==> src/fbd_pkg.sv <==
// Shared types, codes and constants of the dirty-rectangle pixel store.
package fbd_pkg;

  // Default store geometry
  localparam int unsigned MaxWidthDef  = 512;
  localparam int unsigned MaxHeightDef = 256;

  // Field and coordinate widths
  localparam int unsigned CmdW   = 3;
  localparam int unsigned PosXW  = 9;
  localparam int unsigned PosYW  = 8;
  localparam int unsigned RectWW = 10;
  localparam int unsigned RectHW = 9;
  localparam int unsigned ColorW = 8;
  localparam int unsigned ColW   = 10;  // column bound, as screen_width
  localparam int unsigned RowW   = 9;   // row bound, as screen_height
  localparam int unsigned CfgIdxW  = 1;
  localparam int unsigned CfgDataW = 10;

  // Register values after reset
  localparam logic [ColW-1:0] ScreenWidthRst  = 10'd320;
  localparam logic [RowW-1:0] ScreenHeightRst = 9'd200;

  typedef enum logic [CmdW-1:0] {
    CMD_PUT   = 3'd0,
    CMD_GET   = 3'd1,
    CMD_FILL  = 3'd2,
    CMD_MARK  = 3'd3,
    CMD_CLEAR = 3'd4,
    CMD_FLUSH = 3'd5
  } cmd_e;

  typedef enum logic [CfgIdxW-1:0] {
    REG_SCREEN_WIDTH  = 1'b0,
    REG_SCREEN_HEIGHT = 1'b1
  } cfg_reg_e;

  typedef enum logic [1:0] {
    ST_INIT,
    ST_IDLE,
    ST_READ,
    ST_FILL
  } state_e;

  typedef struct packed {
    logic [CmdW-1:0]   command;
    logic [PosXW-1:0]  pos_x;
    logic [PosYW-1:0]  pos_y;
    logic [RectWW-1:0] rect_w;
    logic [RectHW-1:0] rect_h;
    logic [ColorW-1:0] color;
  } cmd_t;

  typedef struct packed {
    logic [ColorW-1:0] pixel_value;
    logic              box_valid;
    logic [PosXW-1:0]  box_left;
    logic [PosYW-1:0]  box_top;
    logic [ColW-1:0]   box_right;
    logic [RowW-1:0]   box_bottom;
  } res_t;

  typedef struct packed {
    logic [CfgIdxW-1:0]  index;
    logic [CfgDataW-1:0] data;
  } cfg_t;

endpackage

==> src/fbd_out_fifo.sv <==
// Two-entry result queue that parts the command side from the result side.
module fbd_out_fifo (
  input  logic          clk_i,
  input  logic          rst_ni,
  input  logic          push_i,
  input  fbd_pkg::res_t push_data_i,
  output logic          can_push_o,
  output logic          valid_o,
  input  logic          ready_i,
  output fbd_pkg::res_t data_o
);
  import fbd_pkg::*;

  res_t       ent_q [2];
  logic       wptr_q, wptr_d;
  logic       rptr_q, rptr_d;
  logic [1:0] cnt_q, cnt_d;
  logic       pop;

  assign pop        = valid_o && ready_i;
  assign valid_o    = (cnt_q != 2'd0);
  assign data_o     = ent_q[rptr_q];
  assign can_push_o = (cnt_q != 2'd2) || pop;

  // Advance pointers and occupancy
  always_comb begin
    wptr_d = wptr_q;
    rptr_d = rptr_q;
    cnt_d  = cnt_q;
    if (push_i) begin
      wptr_d = ~wptr_q;
    end
    if (pop) begin
      rptr_d = ~rptr_q;
    end
    unique case ({push_i, pop})
      2'b10:   cnt_d = cnt_q + 2'd1;
      2'b01:   cnt_d = cnt_q - 2'd1;
      default: cnt_d = cnt_q;
    endcase
  end

  always_ff @(posedge clk_i or negedge rst_ni) begin
    if (!rst_ni) begin
      wptr_q <= 1'b0;
      rptr_q <= 1'b0;
      cnt_q  <= 2'd0;
    end else begin
      wptr_q <= wptr_d;
      rptr_q <= rptr_d;
      cnt_q  <= cnt_d;
    end
  end

  // Hold the entries
  always_ff @(posedge clk_i) begin
    if (push_i) begin
      ent_q[wptr_q] <= push_data_i;
    end
  end

endmodule

==> config.mk <==
export PLATFORM = sky130hd
export DESIGN_NAME = fbd_out_fifo
export DESIGN_NICKNAME = d
export VERILOG_FILES = /design/src/fbd_pkg.sv /design/src/fbd_out_fifo.sv
export SDC_FILE = /design/constraint.sdc
export NUM_CORES = 1
export LEC_CHECK = 0
export BUFFER_PORTS_ARGS = -buffer_cell sky130_fd_sc_hd__buf_2
export CAP_MARGIN = 40
export CORE_MARGIN = 4
export CORE_UTILIZATION = 26
export DETAILED_ROUTE_END_ITERATION = 8
export GPL_TIMING_DRIVEN = 0
export PLACE_DENSITY = 0.48
export SLEW_MARGIN = 30
export SYNTH_ARGS = -nofsm -noshare
export SYNTH_HDL_FRONTEND = slang
export SYNTH_SLANG_ARGS = --single-unit
==> constraint.sdc <==
create_clock -name clk_i -period 8 [get_ports clk_i]
set_input_delay 0.8 -clock clk_i [delete_from_list [all_inputs] [get_ports clk_i]]
set_output_delay 0.8 -clock clk_i [all_outputs]
set_load 0.1 [all_outputs]
Word level (Yosys, flattened, before mapping). Memory sizes are Yosys's and may differ from the RTL's. Cells that the tools add are included. W data, S select, Z words.

Equality and inequality tests: 3. Reductions and logical operators: 4. Bitwise operators: 2. $add $sub $neg: 2. Multiplexer cells: 3.

Operators with widths (number): $pmux W2 S2 (1); $reduce_bool A2 Y1 (2); $add A2 B1 Y2 const B (1); $eq A2 B1 Y1 const B (1); $eq A2 B2 Y1 const B (1); $mux W1 (2); $ne A2 B2 Y1 const B (1); $not A1 Y1 (2); $sub A2 B1 Y2 const B (1); $logic_and A1 B1 Y1 (1); $logic_or A1 B1 Y1 (1).

Bits in registers: 4. Word-level logic and storage cells: 18. Memory bits (writable): 90. Memories: 1. Output and inout bits: 47.

Memories: ent_q (words 2, bits a word 45, rd ports 1, clocked after Yosys merged registers in 0, wr ports 1, RTL line fbd_out_fifo.sv:14) `res_t ent_q [2];`.

Longest topological paths before layout. Gate-level depths: netlist of run 1.

Depth in word-level cells: 4. Depth in mapped cells: 6. Depth with buffers taken out: 6.

Worst setup path before layout of run 1. No wires, ideal clock.

Kind: input -> register. Start point: input push_i. End point: memory ent_q[0][0] (netlist bit), enable pin. Buffers on the path: 0. Slack: 4803 ps. Arrival time: 2749 ps. Setup time: 449 ps. Stages on the path: 2. Path through: inv_1 nor2_1.

Word-level cells in the longest chain between the ends: 2.

RTL lines: start, declared (RTL line fbd_out_fifo.sv:5) `input logic push_i,`; $mux W1 (RTL line fbd_out_fifo.sv:57) `if (push_i) begin`; $mux W1 (not written as such) (RTL line fbd_out_fifo.sv:58) `ent_q[wptr_q] <= push_data_i;`; end, declared (RTL line fbd_out_fifo.sv:14).

Every way passes these cells.

==> results.yml, run 1 <==
route:
  vias: 1755
  drt_wl_total_um: 6480
  first_pass_iters: 3
  drc_errors: 0
  routedWlPerCell_um: 14.5
  vias_per_cell: 3.93
  drtIter0Drc: 52
  antenna_left: 0
floorplan:
  row_count: 42
  dieHeight_um: 126
  die_w_um: 126
  ios: 96
  dieArea_um2: 15800
  initial_utilization: 0.270
  core_um2: 13400
clocking:
  clk_pin_slew_ns: 0.06
  clk_path_buf_depth: 2
  htreeDepth: 3
  cts_tree: "done"
  cts_resized: 0
  cts-root-buf: "clkbuf_16"
  numCtsBuffers: 9
  post-cts-setup-buffers: 0
  insertion_delay_ns: 0.34
  postCtsHoldBufs: 0
  cts_sinks: 94
yosys:
  synth_seq_area_share: 0.776
  syn_inst: 157
  yosys-top-cells-area: "edfxtp_1 75%, mux2_4 16%, dfrtp_1 2.8%"
  synth_top_area_share: 0.748
  postSynthAreaPerCell_um2: 23.0
  synth_cell_type_count: 14
  synth_top_area_cell: "edfxtp_1"
  yosysWarningCount: 0
  synth-seq-cells: 94
  synth_area_um2: 3610
  syn_nets: 207
cells_and_area:
  area_growth_pct: 30.1
  nFillCells: 1300
  n_antenna_cell: 0
  final_common_cell: "buf_2"
  nNetsFinal: 317
  layout_common_cells: "95 x buf_2, 90 x edfxtp_1, 39 x mux2_4"
  drive_gt1_frac: 0.613
setup_path:
  cp-start-kind: "flip-flop"
  crit_path_cell_trace: "buf_6 > buf_6 > mux2_4 > buf_2"
  required_ns: 7.20
  critPathArrivalTime_ns: 1.67
  slowest_stage: "dfrtp_1"
  critPathBufInv: 3
  crit-reg2reg-launch: "cnt_q[0]"
  rr_endpoint: "cnt_q[1]"
  path_class: "flip-flop to primary output"
  cp_slowest_stage_delay_ns: 0.34
  worst-path-max-fanout: 10
  cpMostUsedCell: "buf_6"
  ff2ff_setup_slack_ns: 6.49
  cp-end-kind: "primary output"
  reg2reg_depth: 5
  cp_top_family: "buffers and inverters"
timing:
  fin_crit_ns: 2.47
  fmax_mhz: 405
  skew_ns: 0.00377
  setup_tns_ns: 0
  tightest_slew_ns: 0.514
  timing.slew.headroom: 0.660
  drv_slew: 0
  setup_violations: 0
  post-route-period-util: 0.309
  finalHoldViolCount: 0
  rsz0062_at_grt: "no"
placement:
  globalplace.congestion: 0.622
  dp_hpwl_um: 4420
  portBuffers: 95
global_routing:
  antenna_found_initial: 1
  grt_pass1_wl_um: 10100
  grt_max_degree: 24
  grt_pass1_vias: 1903
  track_usage: 0.0854
  grt-ovfl-total: 0
worst_hold_path:
  hold_path.class: "input port to asynchronous set/reset pin"
flow_run:
  drv_cap: 0
run_status:
  outcome: "completed"
==> sequential cells by signal (all words and copies together), names as in the netlist <==
signal  count
cnt_q       2
ent_q      90
rptr_q      1
wptr_q      1
==> routing by layer <==
metal	wire, um	vias to the layer above	global-route usage
met5	7	-	0
met1	2790	849	0.101
met3	482	12	0.0334
li1	-	834	-
met2	3020	58	0.130
met4	179	2	0.0530
==> area by class of cell <==
class	instances	area, um^2	area share
tap	176	220	0.0469
timing repair buffer	99	553	0.118
buffer	5	56.3	0.0120
clock inverter	5	75.1	0.0160
sequential	94	2800	0.596
clock buffer	10	229	0.0487
multi-input combinational	57	759	0.162
inverter	1	3.75	0.000799
==> logic make-up (layout without fill, tap and decap cells) <==
| kind of cell | after synthesis | in the layout | share of synthesized area |
|---|---|---|---|
| flops | 94 | 94 | 0.776 |
| mux | 45 | 45 | 0.181 |
| simple gates | 6 | 6 | 0.0111 |
| buf+inv | 6 | 120 | 0.0166 |
| xor+xnor | 5 | 5 | 0.0121 |
| fa+ha+maj | 1 | 1 | 0.00346 |
==> how the worst max path moves through the flow <==
| stage | from | endpoint | slack (ns) | cells past startpoint |
|---|---|---|---|---|
| 2_1_floorplan | push_i | ent_q[0][0] | 4.80 | 2 |
| 6_report | rptr_q | data_o[33] | 5.53 | 4 |
| 5_1_grt | rptr_q | data_o[39] | 5.45 | 4 |
| 3_3_place_gp | push_i | ent_q[0][28] | 3.17 | 3 |
| 3_5_place_dp | ready_i | can_push_o | 5.57 | 3 |
| 4_1_cts | rptr_q | data_o[13] | 5.47 | 4 |
==> Yosys cell counts (all sizes together) <==
master,count
or3b,1
or2,1
mux2,45
xor2,3
edfxtp,90
inv,1
dfrtp,4
and2,2
buf,5
xnor2,2
nor2,2
ha,1
==> metrics by stage <==
stage,setup slack (ns),cells,utilization,hold slack (ns),cell area [um^2]
after CTS,5.47,447,0.351,0.241,4700
after global placement,3.17,428,0.321,0.472,4310
after global routing,5.45,447,0.351,0.245,4700
after floorplan,4.80,157,-,0.456,3610
after detailed placement,5.57,432,0.328,0.492,4400
final,5.53,447,0.351,0.256,4700
Power of run 1 is not shown: default switching activity piles up to over one toggle a cycle in this logic, so the estimate is an artifact.
==> run 2, diff against run 1 <==
Settings changed: ABC_AREA set to 1.
Clock period 8 ns to 2.4 ns, I/O delays scaled along.
==> results.yml, run 2 <==
timing:
  setup_violations: 0
  drv_slew: 0
  post-route-period-util: 0.845
  holdWs_ns: 0.0837
  tightest_slew_ns: 0.505
  finalHoldViolCount: 0
  skew_ns: 0.00491
  rsz0062_at_grt: "no"
  fin_crit_ns: 2.03
  fmax_mhz: 493
  timing.slew.headroom: 0.665
cells_and_area:
  layout_common_cells: "144 x nand2_1, 98 x buf_2, 90 x edfxtp_1"
  top_register: "ent_q"
  nFillCells: 1298
  reg_top3: "ent_q x90, cnt_q x2"
  final_common_cell: "nand2_1"
  area_growth_pct: 31.0
  final_area_um2: 4640
  fin_cells: 554
  drive_gt1_frac: 0.325
  n_antenna_cell: 0
  nNetsFinal: 423
  largest_register_ffs: 90
floorplan:
  core_um2: 13300
  row_count: 42
  initial_utilization: 0.267
  ios: 96
  dieHeight_um: 125
  dieArea_um2: 15600
  die_w_um: 125
setup_path:
  critPathBufInv: 3
  path_class: "flip-flop to primary output"
  critPathArrivalTime_ns: 1.79
  cp_top_family: "buffers and inverters"
  cp-end-kind: "primary output"
  cp_slowest_stage_delay_ns: 0.42
  required_ns: 2.16
  cp-start-kind: "flip-flop"
  worst-path-max-fanout: 10
  slowest_stage: "buf_2"
  crit_path_cell_trace: "inv_2 > buf_2 > nand2_1 > nand2_1 > buf_2"
run_status:
  outcome: "completed"
placement:
  dpl_cell_area_um2: 4330
  globalplace.congestion: 0.667
  dp.cells: 537
  portBuffers: 95
  dp_hpwl_um: 4920
global_routing:
  grt_pass1_wl_um: 11300
  grt_pass1_vias: 2157
  grt-ovfl-total: 0
  track_usage: 0.0974
  antenna_found_initial: 0
  grt_max_degree: 25
route:
  vias: 2193
  routedWlPerCell_um: 13.2
  drt_wl_total_um: 7330
  antenna_left: 0
  first_pass_iters: 4
  vias_per_cell: 3.96
  drtIter0Drc: 87
  drc_errors: 0
clocking:
  insertion_delay_ns: 0.34
  cts_sinks: 94
  cts-root-buf: "clkbuf_16"
  postCtsHoldBufs: 1
  clk_path_buf_depth: 2
  cts_resized: 0
  post-cts-setup-buffers: 0
  cts_tree: "done"
  clk_pin_slew_ns: 0.06
  htreeDepth: 3
  numCtsBuffers: 9
worst_hold_path:
  hold_path.class: "input port to flip-flop"
yosys:
  ys.flop_type: "edfxtp_1"
  syn_nets: 313
  syn_inst: 263
  synth_edf_count: 90
  synth_top_area_share: 0.762
  synth_area_um2: 3540
  synthTopCellsByCount: "144 x nand2_1, 90 x edfxtp_1, 7 x inv_1"
  synth_cell_type_count: 15
  postSynthAreaPerCell_um2: 13.5
  yosys-top-cells-area: "edfxtp_1 76%, nand2_1 15%, dfrtp_1 2.8%"
  synth_top_area_cell: "edfxtp_1"
  synth-seq-cells: 94
  yosysMostFrequentCell: "nand2_1"
  yosysWarningCount: 0
  synth_seq_area_share: 0.791
  synthArstFlopShare: 0.0426
flow_run:
  drv_cap: 0
## run 2: cell count changes in the layout (fill, tap and decap cells not counted), moves of 2 or more
cell / delta
buf_8: -2
buf_2: +3
clkinv_2: +2
inv_1: +5
and2_4: -2
mux2_2: -6
nand3_1: +3
xor2_1: -2
buf_12: +4
buf_6: -5
mux2_4: -39
nand2_1: +144
## run 2: kinds of logic (layout without fill, tap and decap cells)
family,count (synthesis),in the layout,share of synthesized area
DFF,94,94,0.791
xor gates and xnor gates,2,2,0.00494
buffers and inverters,17,132,0.0413
and+or+nand+nor,149,149,0.160
adders and majority gates,1,1,0.00353
## run 2: area by class of cell
class / instances / area, um^2 / area share
buffer: 9 / 116 / 0.0251
clock buffer: 11 / 233 / 0.0501
clock inverter: 5 / 73.8 / 0.0159
inverter: 8 / 32.5 / 0.00701
multi-input combinational: 152 / 603 / 0.130
sequential: 94 / 2800 / 0.604
tap: 176 / 220 / 0.0474
timing repair buffer: 99 / 561 / 0.121
## run 2: path summary, 6_finish.rpt
check | start | cells after the start | end | slack, ns
worst min register to register | cnt_q[0] | 1 | cnt_q[0] | 0.51
worst max register to register | cnt_q[0] | 9 | cnt_q[1] | 0.98
min in group asynchronous | rst_ni | 2 | wptr_q | 0.22
worst min-delay path | push_data_i[31] | 1 | ent_q[1][31] | 0.08
worst max-delay path | rptr_q | 5 | data_o[13] | 0.37
max in group asynchronous | rst_ni | 2 | rptr_q | 2.05
## run 2: metrics by stage
stage	utilization	setup TNS (ns)	worst slack, ns
after floorplan	-	0	0.0684
after global placement	0.319	-24.11	-0.526
after detailed placement	0.325	0	0.687
after CTS	0.349	0	0.303
after global routing	0.349	0	0.189
final	0.349	0	0.373
## run 2: worst register-to-register path, delay by kind of cell, from the launching register on
family                     cells  cell delay, ns
adders and majority gates      1            0.29
buffers and inverters          3            0.24
DFF                            1            0.40
and+or+nand+nor                5            0.38
## run 2: routing by layer
metal	vias up	GRT usage	part of all wire
li1	1103	-	-
met1	1020	0.125	0.46
met2	61	0.145	0.46
met3	9	0.0339	0.058
met4	0	0.0503	0.019
met5	-	0	0
Power of run 2 is left out for the same reason.
