$ cat config.mk
export PLATFORM = sky130hd
export DESIGN_NAME = fbd_ctrl
export DESIGN_NICKNAME = d
export VERILOG_FILES = /design/src/fbd_pkg.sv /design/src/fbd_ctrl.sv
export SDC_FILE = /design/constraint.sdc
export NUM_CORES = 1
export LEC_CHECK = 0
export BUFFER_PORTS_ARGS = -buffer_cell sky130_fd_sc_hd__buf_2
export CAP_MARGIN = 15
export CORE_ASPECT_RATIO = 0.7
export CORE_MARGIN = 4
export CORE_UTILIZATION = 30
export CTS_BUF_LIST = sky130_fd_sc_hd__clkbuf_16
export CTS_CLUSTER_SIZE = 24
export DETAILED_ROUTE_END_ITERATION = 8
export GPL_TIMING_DRIVEN = 0
export PLACE_DENSITY = 0.49
export RECOVER_POWER = 25
export SLEW_MARGIN = 20
export SYNTH_ARGS = -nofsm -noshare
export SYNTH_HDL_FRONTEND = slang
export SYNTH_SLANG_ARGS = --single-unit
$ cat constraint.sdc
create_clock -name clk_i -period 5.35 [get_ports clk_i]
set_input_delay 1.3375 -clock clk_i [delete_from_list [all_inputs] [get_ports clk_i]]
set_output_delay 1.3375 -clock clk_i [all_outputs]
set_load 0.1 [all_outputs]
$ cat src/fbd_pkg.sv
// Shared types, codes and constants of the dirty-rectangle pixel store.
package fbd_pkg;

  // Default store geometry
  localparam int unsigned MaxWidthDef  = 512;
  localparam int unsigned MaxHeightDef = 256;

  // Field and coordinate widths
  localparam int unsigned CmdW   = 3;
  localparam int unsigned PosXW  = 9;
  localparam int unsigned PosYW  = 8;
  localparam int unsigned RectWW = 10;
  localparam int unsigned RectHW = 9;
  localparam int unsigned ColorW = 8;
  localparam int unsigned ColW   = 10;  // column bound, as screen_width
  localparam int unsigned RowW   = 9;   // row bound, as screen_height
  localparam int unsigned CfgIdxW  = 1;
  localparam int unsigned CfgDataW = 10;

  // Register values after reset
  localparam logic [ColW-1:0] ScreenWidthRst  = 10'd320;
  localparam logic [RowW-1:0] ScreenHeightRst = 9'd200;

  typedef enum logic [CmdW-1:0] {
    CMD_PUT   = 3'd0,
    CMD_GET   = 3'd1,
    CMD_FILL  = 3'd2,
    CMD_MARK  = 3'd3,
    CMD_CLEAR = 3'd4,
    CMD_FLUSH = 3'd5
  } cmd_e;

  typedef enum logic [CfgIdxW-1:0] {
    REG_SCREEN_WIDTH  = 1'b0,
    REG_SCREEN_HEIGHT = 1'b1
  } cfg_reg_e;

  typedef enum logic [1:0] {
    ST_INIT,
    ST_IDLE,
    ST_READ,
    ST_FILL
  } state_e;

  typedef struct packed {
    logic [CmdW-1:0]   command;
    logic [PosXW-1:0]  pos_x;
    logic [PosYW-1:0]  pos_y;
    logic [RectWW-1:0] rect_w;
    logic [RectHW-1:0] rect_h;
    logic [ColorW-1:0] color;
  } cmd_t;

  typedef struct packed {
    logic [ColorW-1:0] pixel_value;
    logic              box_valid;
    logic [PosXW-1:0]  box_left;
    logic [PosYW-1:0]  box_top;
    logic [ColW-1:0]   box_right;
    logic [RowW-1:0]   box_bottom;
  } res_t;

  typedef struct packed {
    logic [CfgIdxW-1:0]  index;
    logic [CfgDataW-1:0] data;
  } cfg_t;

endpackage

$ cat src/fbd_ctrl.sv
// Command sequencer: clipping, dirty box, fill walker and start-up clearing.
module fbd_ctrl #(
  parameter int unsigned MaxWidth  = 512,
  parameter int unsigned MaxHeight = 256,
  parameter int unsigned Depth     = 131072,
  parameter int unsigned AddrW     = 17
) (
  input  logic                       clk_i,
  input  logic                       rst_ni,
  input  logic                       cmd_valid_i,
  input  fbd_pkg::cmd_t              cmd_i,
  output logic                       cmd_ready_o,
  input  logic                       cfg_valid_i,
  input  fbd_pkg::cfg_t              cfg_i,
  output logic                       cfg_ready_o,
  output logic                       push_o,
  output fbd_pkg::res_t              push_data_o,
  input  logic                       can_push_i,
  output logic                       mem_we_o,
  output logic                       mem_re_o,
  output logic [AddrW-1:0]           mem_addr_o,
  output logic [fbd_pkg::ColorW-1:0] mem_wdata_o,
  input  logic [fbd_pkg::ColorW-1:0] mem_rdata_i
);
  import fbd_pkg::*;

  state_e state_q, state_d;

  // Configuration registers
  logic [ColW-1:0] scr_w_q;
  logic [RowW-1:0] scr_h_q;

  // Dirty box
  logic             dflag_q, dflag_d;
  logic [PosXW-1:0] dleft_q, dleft_d;
  logic [PosYW-1:0] dtop_q, dtop_d;
  logic [ColW-1:0]  dright_q, dright_d;
  logic [RowW-1:0]  dbot_q, dbot_d;

  // Fill walker and clearing counter
  logic [ColW-1:0]   wx_q, wl_q, wr_q;
  logic [RowW-1:0]   wy_q, wb_q;
  logic [ColorW-1:0] wcol_q;
  logic [AddrW-1:0]  clr_addr_q;

  logic              accept;
  logic [ColW-1:0]   sw;
  logic [RowW-1:0]   sh;
  logic              pix_in;
  logic              rect_ok;
  logic              scr_ok;
  logic [ColW:0]     r_full;
  logic [RowW:0]     b_full;
  logic [ColW-1:0]   r_clip;
  logic [RowW-1:0]   b_clip;
  logic [AddrW-1:0]  pix_addr;
  logic [AddrW-1:0]  walk_addr;
  logic [ColW-1:0]   wx_inc;
  logic [RowW-1:0]   wy_inc;
  logic              walk_row_end;
  logic              walk_last;
  logic              clr_end;
  logic              fill_start;
  logic              clear_start;

  // Widening request
  logic             wid_en;
  logic [PosXW-1:0] wid_l;
  logic [PosYW-1:0] wid_t;
  logic [ColW-1:0]  wid_r;
  logic [RowW-1:0]  wid_b;

  assign accept      = cmd_valid_i && cmd_ready_o;
  assign cfg_ready_o = 1'b1;

  // Clip to the effective screen
  always_comb begin
    sw = (32'(scr_w_q) > 32'(MaxWidth)) ? ColW'(MaxWidth) : scr_w_q;
    sh = (32'(scr_h_q) > 32'(MaxHeight)) ? RowW'(MaxHeight) : scr_h_q;
    pix_in  = ({1'b0, cmd_i.pos_x} < sw) && ({1'b0, cmd_i.pos_y} < sh);
    rect_ok = pix_in && (cmd_i.rect_w != '0) && (cmd_i.rect_h != '0);
    scr_ok  = (sw != '0) && (sh != '0);
    r_full  = (ColW + 1)'(cmd_i.pos_x) + (ColW + 1)'(cmd_i.rect_w);
    b_full  = (RowW + 1)'(cmd_i.pos_y) + (RowW + 1)'(cmd_i.rect_h);
    r_clip  = (r_full > (ColW + 1)'(sw)) ? sw : r_full[ColW-1:0];
    b_clip  = (b_full > (RowW + 1)'(sh)) ? sh : b_full[RowW-1:0];
    pix_addr  = AddrW'(cmd_i.pos_y) * AddrW'(MaxWidth) + AddrW'(cmd_i.pos_x);
    walk_addr = AddrW'(wy_q) * AddrW'(MaxWidth) + AddrW'(wx_q);
    wx_inc       = wx_q + ColW'(1);
    wy_inc       = wy_q + RowW'(1);
    walk_row_end = (wx_inc == wr_q);
    walk_last    = walk_row_end && (wy_inc == wb_q);
    clr_end      = (clr_addr_q == AddrW'(Depth - 1));
  end

  // Decode the accepted item
  always_comb begin
    fill_start  = 1'b0;
    clear_start = 1'b0;
    wid_en = 1'b0;
    wid_l  = cmd_i.pos_x;
    wid_t  = cmd_i.pos_y;
    wid_r  = r_clip;
    wid_b  = b_clip;
    unique case (cmd_i.command)
      CMD_PUT: begin
        wid_en = pix_in;
        wid_r  = ColW'(cmd_i.pos_x) + ColW'(1);
        wid_b  = RowW'(cmd_i.pos_y) + RowW'(1);
      end
      CMD_FILL: begin
        wid_en     = rect_ok;
        fill_start = rect_ok;
      end
      CMD_MARK: begin
        wid_en = rect_ok;
      end
      CMD_CLEAR: begin
        wid_en      = scr_ok;
        clear_start = scr_ok;
        wid_l = '0;
        wid_t = '0;
        wid_r = sw;
        wid_b = sh;
      end
      default: ;
    endcase
  end

  // Next state
  always_comb begin
    state_d = state_q;
    unique case (state_q)
      ST_INIT: begin
        if (clr_end) begin
          state_d = ST_IDLE;
        end
      end
      ST_IDLE: begin
        if (accept) begin
          if ((cmd_i.command == CMD_GET) && pix_in) begin
            state_d = ST_READ;
          end else if (fill_start || clear_start) begin
            state_d = ST_FILL;
          end
        end
      end
      ST_READ: state_d = ST_IDLE;
      ST_FILL: begin
        if (walk_last) begin
          state_d = ST_IDLE;
        end
      end
      default: state_d = ST_INIT;
    endcase
  end

  // Outputs: handshake, memory port and result push
  always_comb begin
    cmd_ready_o = (state_q == ST_IDLE) && can_push_i;
    mem_we_o    = 1'b0;
    mem_re_o    = 1'b0;
    mem_addr_o  = pix_addr;
    mem_wdata_o = cmd_i.color;
    push_o      = 1'b0;
    push_data_o = '0;
    unique case (state_q)
      ST_INIT: begin
        mem_we_o    = 1'b1;
        mem_addr_o  = clr_addr_q;
        mem_wdata_o = '0;
      end
      ST_IDLE: begin
        if (accept) begin
          if (cmd_i.command == CMD_GET && pix_in) begin
            mem_re_o = 1'b1;
          end else begin
            push_o   = 1'b1;
            mem_we_o = (cmd_i.command == CMD_PUT) && pix_in;
            if ((cmd_i.command == CMD_FLUSH) && dflag_q) begin
              push_data_o.box_valid  = 1'b1;
              push_data_o.box_left   = dleft_q;
              push_data_o.box_top    = dtop_q;
              push_data_o.box_right  = dright_q;
              push_data_o.box_bottom = dbot_q;
            end
          end
        end
      end
      ST_READ: begin
        push_o = 1'b1;
        push_data_o.pixel_value = mem_rdata_i;
      end
      ST_FILL: begin
        mem_we_o    = 1'b1;
        mem_addr_o  = walk_addr;
        mem_wdata_o = wcol_q;
      end
      default: ;
    endcase
  end

  // Widen or load the dirty box; a flush drops it
  always_comb begin
    dflag_d  = dflag_q;
    dleft_d  = dleft_q;
    dtop_d   = dtop_q;
    dright_d = dright_q;
    dbot_d   = dbot_q;
    if (accept && wid_en) begin
      dflag_d = 1'b1;
      if (!dflag_q) begin
        dleft_d  = wid_l;
        dtop_d   = wid_t;
        dright_d = wid_r;
        dbot_d   = wid_b;
      end else begin
        if (wid_l < dleft_q) dleft_d = wid_l;
        if (wid_t < dtop_q) dtop_d = wid_t;
        if (wid_r > dright_q) dright_d = wid_r;
        if (wid_b > dbot_q) dbot_d = wid_b;
      end
    end else if (accept && (cmd_i.command == CMD_FLUSH)) begin
      dflag_d = 1'b0;
    end
  end

  // Control state, box and registers
  always_ff @(posedge clk_i or negedge rst_ni) begin
    if (!rst_ni) begin
      state_q    <= ST_INIT;
      clr_addr_q <= '0;
      scr_w_q    <= ScreenWidthRst;
      scr_h_q    <= ScreenHeightRst;
      dflag_q    <= 1'b0;
      dleft_q    <= '0;
      dtop_q     <= '0;
      dright_q   <= '0;
      dbot_q     <= '0;
    end else begin
      state_q  <= state_d;
      dflag_q  <= dflag_d;
      dleft_q  <= dleft_d;
      dtop_q   <= dtop_d;
      dright_q <= dright_d;
      dbot_q   <= dbot_d;
      if ((state_q == ST_INIT) && !clr_end) begin
        clr_addr_q <= clr_addr_q + AddrW'(1);
      end
      if (cfg_valid_i && cfg_ready_o) begin
        unique case (cfg_i.index)
          REG_SCREEN_WIDTH:  scr_w_q <= cfg_i.data[ColW-1:0];
          REG_SCREEN_HEIGHT: scr_h_q <= cfg_i.data[RowW-1:0];
          default: ;
        endcase
      end
    end
  end

  // Load the walker on a fill or clear, then step column by column
  always_ff @(posedge clk_i) begin
    if (accept && fill_start) begin
      wx_q   <= ColW'(cmd_i.pos_x);
      wl_q   <= ColW'(cmd_i.pos_x);
      wy_q   <= RowW'(cmd_i.pos_y);
      wr_q   <= r_clip;
      wb_q   <= b_clip;
      wcol_q <= cmd_i.color;
    end else if (accept && clear_start) begin
      wx_q   <= '0;
      wl_q   <= '0;
      wy_q   <= '0;
      wr_q   <= sw;
      wb_q   <= sh;
      wcol_q <= cmd_i.color;
    end else if (state_q == ST_FILL) begin
      if (walk_row_end) begin
        wx_q <= wl_q;
        wy_q <= wy_inc;
      end else begin
        wx_q <= wx_inc;
      end
    end
  end

endmodule

After elaboration in Yosys (flattened, before gate mapping)
Cells that the tools add are included.
- word-level logic and storage cells: 154
- register bits after elaboration: 130
- $add $sub $neg: 9
- bitwise operators: 1
- multiplexer cells: 59
- equality and inequality tests: 19
- order comparisons: 10
- reductions and logical operators: 39
- operator list (kind ; number):
    $mux W37 ; 4
    $mux W9 ; 14
    $mux W8 ; 10
    $mux W10 ; 7
    $pmux W17 S2 ; 1
    $pmux W10 S2 ; 1
    $reduce_bool A10 Y1 ; 2
    $pmux W9 S2 ; 1
    $reduce_bool A9 Y1 ; 2
    $add A17 B1 Y17 const B ; 1
    $add A17 B10 Y17 ; 1
    $add A17 B9 Y17 ; 1
    $eq A17 B17 Y1 const B ; 1
    $pmux W8 S2 ; 1
    $reduce_and A2 Y1 ; 8
    $logic_and A1 B1 Y1 ; 15
    $add A9 B10 Y11 ; 1
    $gt A11 B10 Y1 ; 1
    $mux W1 ; 11
    $add A10 B1 Y10 const B ; 1
    $add A8 B9 Y10 ; 1
    $add A9 B1 Y10 const B ; 1
    $eq A10 B10 Y1 ; 1
    $gt A10 B10 Y1 ; 1
    other kinds (32) ; 49

Longest topological paths before layout
- depth after elaboration: 12
- mapped depth: 23
- mapped depth without buffers: 22

Worst setup path after synthesis
No wires, ideal clock.
- path kind: input -> register
- start point: input port cmd_i[8] in the netlist's numbering
- end point: register dbot_q[1]
- setup slack: -0.781 ns
- required time: 5.225 ns
- arrival time: 6.006 ns
- stages: 22
- path through: ha_1 > fa_1 > a21oi_1 > o211ai_1 > o41ai_1 > xor2_1 > inv_1 > ha_1 > or2_2 > a21oi_1 > a21o_1 > clkbuf_1 > nand3_1 > a31oi_1 > ha_1 > nor2b_1 > o21a_1 > o21ai_0 > a211oi_1 > o41ai_1 > a21boi_4 > mux2_2
- word-level cells in the longest chain between the ends: 7
- RTL lines (what ; RTL line ; source):
    start: declaration ; fbd_ctrl.sv:11 ; input fbd_pkg::cmd_t cmd_i,
    $add A8 B9 Y10 (*) ; fbd_ctrl.sv:84 ; b_full = (RowW + 1)'(cmd_i.pos_y) + (RowW + 1)'(cmd_i.rect_h);
    $gt A10 B9 Y1 ; fbd_ctrl.sv:86 ; b_clip = (b_full > (RowW + 1)'(sh)) ? sh : b_full[RowW-1:0];
    $mux W9 (*) ; fbd_ctrl.sv:86 ;
    $pmux W9 S2 (*) ; fbd_ctrl.sv:105 ; unique case (cmd_i.command)
    named net wid_b[1] ; fbd_ctrl.sv:71 ; logic [RowW-1:0] wid_b;
    $gt A9 B9 Y1 ; fbd_ctrl.sv:221 ; if (wid_b > dbot_q) dbot_d = wid_b;
    $ne A2 B1 Y1 (no source line) ; - ;
    $reduce_and A2 Y1 (no source line) ; - ;
    end signal: assignment ; fbd_ctrl.sv:246 ; dbot_q <= dbot_d;
    end: declaration ; fbd_ctrl.sv:38 ; logic [RowW-1:0] dbot_q, dbot_d;
The timed path passes the listed nets; every way through them passes the cells marked *. The select of a mux whose other input is x is not followed.
A chain may end at the register's enable or synchronous reset.

Worst setup path in the final report
- start point: input port cmd_i[27] in the netlist's numbering
- end point: register dbot_q[2]
- word-level cells in the longest chain between the ends: 7
- RTL lines (what ; RTL line):
    $add A8 B9 Y10 ; fbd_ctrl.sv:84
    $gt A10 B9 Y1 ; fbd_ctrl.sv:86
    $mux W9 ; fbd_ctrl.sv:86
    $pmux W9 S2 (*) ; fbd_ctrl.sv:105
    named net wid_b[1] ; fbd_ctrl.sv:71
    $gt A9 B9 Y1 (*) ; fbd_ctrl.sv:221
    $ne A2 B1 Y1 (no source line) (*) ; -
    $reduce_and A2 Y1 (no source line) (*) ; -
Marked as above.

==> summary by stage <==
Floorplanning
The row count is 56. The die is 230 µm wide. The die covers 37700 µm². The initial utilization of the core area, before any placement, comes to 30.7%. The total I/O pin count is 146.

Measured along the y axis, the die boundary spans 164 µm. The region available for standard cell placement spans 33800 µm².

Logic synthesis
The Yosys warning count is 0. The fraction of registers with async set/reset is 57.7%. The synthesized design contains 53 enable-type register cells. Of the total synthesized cell area, the portion taken by full adders, half adders and majority gates is 12.2%. Among all cell types in the netlist, the one instantiated most often is ha_1. The netlist uses 78 different library cells. The leading register cell type out of synthesis is dfrtp_1. In this run, synthesis produced a sequential element count of 130. For this run, the register share of the synthesized area comes to 33.9%. The synthesized netlist devotes 15.0% of its cell area to compound gates. The simple-gate area share of the yosys netlist is 18.5%.

The combinational family with the most area after synthesis is simple AND/OR/NAND/NOR gates. The average footprint of a synthesized cell is 9.33 µm². The xor/xnor share of the synthesized area is 7.58%. In the synthesized netlist, the number of instances is 1112. The net count after synthesis is 1283.

After synthesis, the largest area contributor takes up 16.9% of total cell area. In the post-synthesis netlist, the biggest area contributors are dfrtp_1 (17%), edfxtp_1 (15%), ha_1 (12%). The multiplexer area fraction after synthesis is 8.24%. In this run the cell area of the synthesized design comes to 10400 µm². In the synthesized netlist, the cells that appear most often are ha_1 (98), nand2_1 (97), dfrtp_1 (70), inv_1 (69), nand3_1 (57). The cell taking the most area after synthesis is dfrtp_1.

Finish
The final core utilization is 40.0%. Leaving out filler cells and counting taps, the final layout contains 1814. The share of layout cells above drive strength 1 is 30.2%.

The area overhead of the layout relative to synthesis is 30.4%. The net total in the final layout is 1507.

Worst setup path
The worst setup path is launched from a primary input. STA puts the critical path data required time at 5670 ps. Data on the critical path arrives at its endpoint at 5970 ps. In this design, the critical path's most frequently occurring cell is ha_4.

The maximum fanout encountered on the critical timing path is 6. The class of the most critical setup path is in -> reg. The worst stage delay on the critical path is 390 ps. The cell with the biggest individual delay on the critical path is fa_2. The endpoint class of the critical path is a flop.

Clock tree
The clock passes through at most 2 buffers. The clock insertion delay at the later pin of the skew report is 440 ps. In this run, CTS created clock tree buffers numbering 17. TritonCTS built the clock tree. Counting every sink on the clock net gives 130. The total of hold buffers inserted after clock tree synthesis is 0. The tree is rooted in a clkbuf_16.

Clock-pin slew was measured on the worst setup and hold paths at 60 ps. The deepest level of the CTS H-tree is 4.

Place
The final weighted congestion in routability-driven placement is 0.906. The count of port buffers added during placement is 143. Timing analysis after detailed placement gives a worst setup slack of -1260 ps. Summed over all nets, the half-perimeter wirelength after detailed placement is 27500 µm. In this run, placement finished with an instance count of 1720.

Timing
The number of max-slew violations in the final report came to 78. The final clock period utilization by the worst path is 106%. The routed design could run at a clock period as short as 5650 ps. Setup violations remaining at the end of the flow were counted as 19.

The maximum frequency from static timing analysis is 0.177 GHz. After routing, the total negative slack on setup checks comes to -5260 ps. Setup repair after global routing could not meet its margin everywhere.

Between clock sinks in the finished design, the worst skew comes to 14.8 ps. The worst relative slew slack is -42.2%. The final critical-path setup slack is -302 ps. For the pin with the worst max-slew slack, the measured transition is 2130 ps. The number of endpoints with negative hold slack in the final report is 0.

Drt
The wire length reported by the detailed router is 37200 µm. The detail route stage leaves a number of antenna-violating nets equal to 0. In the routed design, unresolved DRC markers number 0. The detailed-route vias per instance is 5.20. The vias after detailed routing is 9431. The pre-antenna-repair detailed-routing pass consisted of 5 iterations. The number of violations reported at the end of detailed-routing iteration 0 is 706.

In the final routed layout, each cell accounts on average for 20.5 µm.

Global routing
The total overflow left after global routing is 0. The maximum number of pins on one net before global-route repair is 46. The global-route wire length before repair is 56700 µm.

In the global route stage, overall resource usage came out at 19.6%. The via count of the first global-routing pass is 9485. The initial antenna violation count is 1.

Job
The total of max-cap violations is 2.

Power
The standby leakage power is 5.85 nW. The completed layout was analyzed and its total power is 5.78 mW. The ratio of total power to cell area is 427 nW/µm².

IR analysis of the VDD net gives a maximum drop of 322 µV.

Min path
The type of the most critical hold path is reg -> reg.

Outcome
The flow ran to the end, but the final reports show violations. The final reports fail on capacitance limit, slew limit, setup timing.
sequential cells by signal, indices dropped and copies added, names as in the netlist, 9 cells and up:
name,cells
dright_q,10
dbot_q,9
clr_addr_q,17
wb_q,9
wr_q,10
wy_q,9
scr_w_q,10
dleft_q,9
scr_h_q,9
wl_q,9
wx_q,10
where the power goes:
part           switching (mW)  internal [mW]  leakage, nW
clock network           0.506          0.652        0.279
registers               0.156           1.25         1.45
logic                    2.10           1.11         4.12
cells in the final DEF, fill, tap and decap left out, drive strengths merged, types with 5 or more instances in the layout:
cell type / netlist / routed
nor4: 7 / 7
a31oi: 13 / 13
inv: 70 / 76
clkbuf: 32 / 59
o21ai: 57 / 57
edfxtp: 53 / 53
nand4: 12 / 12
ha: 98 / 98
nand2: 97 / 98
xnor2: 46 / 46
nor2b: 16 / 16
dfrtp: 70 / 70
clkinv: 0 / 5
and3: 7 / 7
o21bai: 9 / 9
o211ai: 9 / 9
a211oi: 15 / 15
a22o: 8 / 8
nor3: 53 / 53
a22oi: 16 / 16
or2: 10 / 10
mux2i: 19 / 19
nand3: 58 / 58
nor2: 53 / 53
and2: 39 / 39
a31o: 7 / 7
a21oi: 37 / 37
a21o: 10 / 10
and4: 5 / 5
dfstp: 5 / 5
buf: 15 / 210
o21a: 9 / 9
xor2: 28 / 28
mux2: 58 / 58
or3: 5 / 5
logic make-up after synthesis:
| group | count (synthesis) |
|---|---|
| mux | 77 |
| buf+inv | 117 |
| xor+xnor | 80 |
| compound gates | 230 |
| flops | 130 |
| simple gates | 377 |
| fa+ha+maj | 100 |
| other cells | 1 |
metrics by stage:
stage	area [µm²]	hold slack [ps]
floorplan	10500	459
CTS	13100	502
global route	13500	515
finish	13500	502
global placement	11800	488
detailed placement	11800	493
routing by layer:
metal / part of all wire, % / GRT usage [%] / vias to the layer above
met4: 1.7 / 4.92 / 0
met1: 49 / 29.3 / 4604
met3: 6.1 / 3.42 / 45
met5: 0 / 0 / -
met2: 43 / 29.2 / 281
li1: - / - / 4501
layout make-up:
type	instances	area [µm²]
Sequential cell	130	3510
Tap cell	464	581
Timing Repair Buffer	204	1290
Multi-Input combinational cell	866	7060
Antenna cell	1	2.50
Fill cell	3446	20300
Clock inverter	13	93.8
Clock buffer	19	475
Inverter	70	263
Buffer	47	236
final timing paths:
kind | startpoint | endpoint | slack (ps) | cells past startpoint
worst max-delay path | cmd_i[27] | dbot_q[2]$_DFFE_PN0P_ | -300 | 25
max in group asynchronous | rst_ni | dbot_q[8]$_DFFE_PN0P_ | 880 | 2
worst max register to register | scr_w_q[9]$_DFFE_PN0P_ | dright_q[9]$_DFFE_PN0P_ | 880 | 20
worst min-delay path | clr_addr_q[6]$_DFFE_PN0P_ | clr_addr_q[6]$_DFFE_PN0P_ | 500 | 1
min in group asynchronous | rst_ni | clr_addr_q[7]$_DFFE_PN0P_ | 1470 | 1
worst min register to register | clr_addr_q[6]$_DFFE_PN0P_ | clr_addr_q[6]$_DFFE_PN0P_ | 500 | 1
critical path, delay by kind of cell:
family	cells	cell delay (ps)
AO/OA/AOI/OAI	11	2070
multiplexers	1	290
adder cells (fa/ha/maj)	4	1060
XOR/XNOR	1	230
buffers and inverters	4	530
AND/OR/NAND/NOR	4	440
what timing repair did:
item                                   4_1_cts  5_1_grt
resized for setup                           73       59
pin swaps                                   38       48
endpoints found under the hold margin        0        0
setup buffers                               43       17
setup endpoints to repair                   22       22
gates cloned                                 2        1
(Power assumes the default switching activity.)
